===== src/hw/rtl/rpmt_pkg.sv =====
// ----------------------------------------------------------------------------
// rpmt_pkg
// Types and constants shared by the range product tree modules.
// ----------------------------------------------------------------------------
package rpmt_pkg;

    localparam int unsigned LEAVES_DEF = 1024;
    localparam int unsigned NODE_W     = 31;

    localparam logic [29:0] PRIME     = 30'd1000000007;
    localparam logic [30:0] ZERO_MARK = 31'h4000_0000;
    localparam logic [30:0] NODE_ONE  = 31'd1;

    // floor(2^60 / PRIME), Barrett reciprocal
    localparam logic [63:0] BARRETT_WIDE = (64'd1 << 60) / 64'd1000000007;
    localparam logic [30:0] BARRETT_M    = BARRETT_WIDE[30:0];

    localparam logic KIND_WRITE = 1'b0;
    localparam logic KIND_QUERY = 1'b1;

    typedef struct packed {
        logic        kind;
        logic [9:0]  index;
        logic [9:0]  right_index;
        logic [29:0] value;
    } rpmt_in_t;

    typedef struct packed {
        logic [29:0] product;
        logic        bad_range;
    } rpmt_out_t;

    typedef struct packed {
        logic        start;
        logic [29:0] a;
        logic [29:0] b;
    } mm_req_t;

    typedef struct packed {
        logic        done;
        logic [29:0] res;
    } mm_rsp_t;

endpackage


===== src/hw/rtl/rpmt_modmul.sv =====
// ----------------------------------------------------------------------------
// rpmt_modmul
// Modular multiplier: a*b mod PRIME with one shared 32x32 multiplier,
// Barrett quotient estimate and a subtract-until-reduced correction.
// ----------------------------------------------------------------------------
module rpmt_modmul
    import rpmt_pkg::*;
(
    input  logic    aclk,
    input  logic    aresetn,
    input  mm_req_t req,
    output mm_rsp_t rsp
);

    typedef enum logic [1:0] {
        MM_IDLE,
        MM_Q,
        MM_R,
        MM_FIX
    } mm_state_t;

    mm_state_t   state_reg;
    logic [59:0] p_reg;
    logic [30:0] q_reg;
    logic [31:0] r_reg;
    logic        done_reg;
    logic [29:0] res_reg;

    logic [31:0] op_x;
    logic [31:0] op_y;
    logic [63:0] prod;

    always_comb begin
        unique case (state_reg)
            MM_IDLE: begin
                op_x = {2'b00, req.a};
                op_y = {2'b00, req.b};
            end
            MM_Q: begin
                op_x = {1'b0, p_reg[59:29]};
                op_y = {1'b0, BARRETT_M};
            end
            MM_R: begin
                op_x = {1'b0, q_reg};
                op_y = {2'b00, PRIME};
            end
            default: begin
                op_x = '0;
                op_y = '0;
            end
        endcase
    end

    assign prod = op_x * op_y;

    always_ff @(posedge aclk) begin
        if (!aresetn) begin
            state_reg <= MM_IDLE;
            done_reg  <= 1'b0;
        end else begin
            done_reg <= 1'b0;
            unique case (state_reg)
                MM_IDLE: begin
                    if (req.start) begin
                        p_reg     <= prod[59:0];
                        state_reg <= MM_Q;
                    end
                end
                MM_Q: begin
                    q_reg     <= prod[61:31];
                    state_reg <= MM_R;
                end
                MM_R: begin
                    // estimate is short by at most 3, so r < 4*PRIME fits 32 bits
                    r_reg     <= p_reg[31:0] - prod[31:0];
                    state_reg <= MM_FIX;
                end
                MM_FIX: begin
                    if (r_reg >= {2'b00, PRIME}) begin
                        r_reg <= r_reg - {2'b00, PRIME};
                    end else begin
                        res_reg   <= r_reg[29:0];
                        done_reg  <= 1'b1;
                        state_reg <= MM_IDLE;
                    end
                end
                default: state_reg <= MM_IDLE;
            endcase
        end
    end

    assign rsp.done = done_reg;
    assign rsp.res  = res_reg;

endmodule


===== config.mk =====
export PLATFORM = sky130hd
export DESIGN_NAME = rpmt_modmul
export DESIGN_NICKNAME = d
export VERILOG_FILES = /design/src/hw/rtl/rpmt_pkg.sv /design/src/hw/rtl/rpmt_modmul.sv
export SDC_FILE = /design/constraint.sdc
export NUM_CORES = 2
export LEC_CHECK = 0
export ABC_AREA = 1
export BUFFER_PORTS_ARGS = -buffer_cell sky130_fd_sc_hd__buf_2
export CORE_AREA = 2 2 297 358
export DETAILED_ROUTE_END_ITERATION = 7
export DIE_AREA = 0 0 299 360
export SLEW_MARGIN = 30
export SYNTH_ARGS = -nofsm -noshare
export SYNTH_HDL_FRONTEND = slang
export SYNTH_SLANG_ARGS = --single-unit
export TNS_END_PERCENT = 5

===== constraint.sdc =====
create_clock -name aclk -period 8.43 [get_ports aclk]
set_input_delay 0 -clock aclk [delete_from_list [all_inputs] [get_ports aclk]]
set_output_delay 0 -clock aclk [all_outputs]
set_load 0.01 [all_outputs]

==> metrics.cfg <==
[sta]
period_needed_ps=8410
hold_viol=0
final-setup-viol-count=0
drv_slew=0
clock-skew-final_ps=16.5
rsz0062_at_grt=true
setup_ws_ps=22.6
max_freq_mhz=119
relSlewSlack_pct=42.4
worst_pin_slew_ps=864
fin_crit_sh_pct=99.7

[cts]
h-tree-depth=4
numCtsBuffers=17
cts_buffer_depth=2
cts_root_buf=clkbuf_16
insertion_delay_ps=450
clk_pin_slew_worst_paths_ps=80
clock-sinks=156
cts_tree=yes

[die]
die_area_sq_um=108000
rows=130
ioPinCount=94
die_h_um=360
start_util_pct=37.7
core_area_sq_um=104000
die_x_um=299

[setup_path]
worstPathArrival_ps=8700
crit_type=reg -> reg
slowest_delay_ps=550
ff2ff_setup_slack_ps=20
crit_top_cell=fa_1
start_kind=flop
crit_fanout=6
reg2regPathDepth=37
required_ps=8720
cp_slowest_cell=fa_1
cp-end-kind=flop

[routing]
drt_pass1_iterations=6
wirelength_um=140000
routed_wire_length_per_instance_um=20.9
vias_per_cell=5.02
drtAntennaViolNets=0
first_iter_violations=2386
vias=33700
drc_errors=0

[synth]
syn_area_per_cell_sq_um=8.37
syn_inst=4690
synth_edf_count=153
synthArstFlopShare_pct=0
synth_fp_nets=5878
netlist_area_sq_um=39300
ys_types=57
synth-main-ff-cell=edfxtp_1
ys_warn_count=0
synth_seq_cells=156
ys_seq_area_share_pct=11.9

[run]
maxCapViolCount=0

[layout]
largest_reg_flops=60
fin_nets=6512
syn2layout_area_growth_pct=24.9
layout-drive-gt1-share_pct=22.6

[global_routing]
grt_pass1_vias=35500
antenna_found_initial=5
grt_use_total_pct=26.0
grt_pass1_wl_um=209000
grt_max_degree=61
gr-total-overflow=0

[place]
place_ws_ps=-443
port_buffers=93
place_congestion=1.05
dp_hpwl_um=121000

[hold_path]
hold_class=in -> reg
hold_depth=6

[status]
status=finished clean

[final cells by class]
cell class | instances | area, sq um
antenna | 3 | 7.51
clock buffer | 17 | 425
clock inverter | 15 | 189
fill | 10200 | 55100
inverter | 1077 | 4090
multi-input combinational | 3290 | 31500
sequential | 156 | 4660
tap | 1386 | 1730
timing repair buffer | 782 | 6450
[Yosys cell counts, types with 13 or more instances]
cell type	count	area share [%]
nand2_1	1134	11
inv_1	1054	10
fa_1	838	43
nor2_1	478	4.6
ha_1	287	9.1
edfxtp_1	153	12
clkbuf_1	146	1.4
a21oi_1	139	1.8
nand3_1	89	1.1
o21ai_0	76	0.97
xor2_1	44	0.98
xnor2_1	24	0.54
clkinv_1	17	0.16
a31oi_1	16	0.25
nand2_2	15	0.24
buf_1	13	0.12
nand4_1	13	0.21
[routing by layer]
| metal | GRT usage [%] | part of all wire, % | up-vias |
|---|---|---|---|
| met5 | 0 | 0 | - |
| met2 | 43.3 | 48 | 1282 |
| met3 | 4.01 | 6.7 | 392 |
| li1 | - | - | 15100 |
| met1 | 30.6 | 36 | 16900 |
| met4 | 18.1 | 8.9 | 0 |
[cell usage in the layout, fill, tap and decap left out, types with 7 or more instances in the layout]
master,count
a21o_1,11
a21oi_1,106
a21oi_2,33
a21oi_4,8
a31oi_1,10
buf_12,41
buf_2,93
buf_4,589
buf_6,44
buf_8,7
clkbuf_16,20
clkinv_1,8
edfxtp_1,153
fa_1,802
fa_2,36
ha_1,251
ha_4,32
inv_1,1021
inv_2,32
inv_4,10
nand2_1,1068
nand2_2,66
nand2_4,18
nand3_1,66
nand3_2,29
nand4_1,13
nor2_1,432
nor2_2,45
nor2_4,15
nor3_1,8
o21a_1,8
o21ai_0,69
o21ai_1,8
o21ai_2,9
xnor2_1,21
xor2_1,31
xor2_2,11
[logic make-up after synthesis]
family	synth area share [%]
DFF	11.9
and+or+nand+nor	18.1
muxes	0.0255
buffers and inverters	11.9
AOI/OAI and AO/OA	4.61
adders and majority gates	51.9
xor gates and xnor gates	1.57
[worst paths after layout]
| path | startpoint | to |
|---|---|---|
| setup / recovery | state_reg[0]$_SDFFE_PN0P_ | q_reg[28]$_DFFE_PP_ |
| hold / removal | req[1] | p_reg[1]$_DFFE_PP_ |
| setup reg to reg | state_reg[0]$_SDFFE_PN0P_ | q_reg[28]$_DFFE_PP_ |
| hold reg to reg | r_reg[5]$_DFFE_PP_ | res_reg[5]$_DFFE_PP_ |
[critical path, delay by kind of cell, from the launching register on]
| kind | cells | cell delay [ps] |
|---|---|---|
| XOR/XNOR | 1 | 190 |
| buffers and inverters | 14 | 1830 |
| flip-flops | 1 | 370 |
| AND/OR/NAND/NOR | 6 | 500 |
| adder cells (fa/ha/maj) | 10 | 4420 |
| AO/OA/AOI/OAI | 6 | 920 |
[through the flow]
step / cell area, sq um / utilization [%] / cells / TNS, ps / hold WS [ps]
detailed placement: 46000 / 44.2 / 6629 / -12070 / 305
global route: 49000 / 47.1 / 6723 / -4220 / 335
CTS: 47100 / 45.3 / 6678 / 0 / 317
global placement: 46000 / 44.2 / 6628 / -7200 / 300
finish: 49000 / 47.1 / 6726 / 0 / 300
floorplan: 39300 / - / 4690 / 0 / 138
[timing repair]
action                     in CTS  in global routing
gates cloned                    0                  3
hold buffers                    4                  0
hold endpoints to repair        2                  0
pin swaps                      25                134
gates resized for setup       101                351
setup buffers                  14                 42
setup endpoints to repair      61                 68
Power is not shown: default switching activity piles up to over one toggle a cycle in this logic, so the estimate is an artifact.
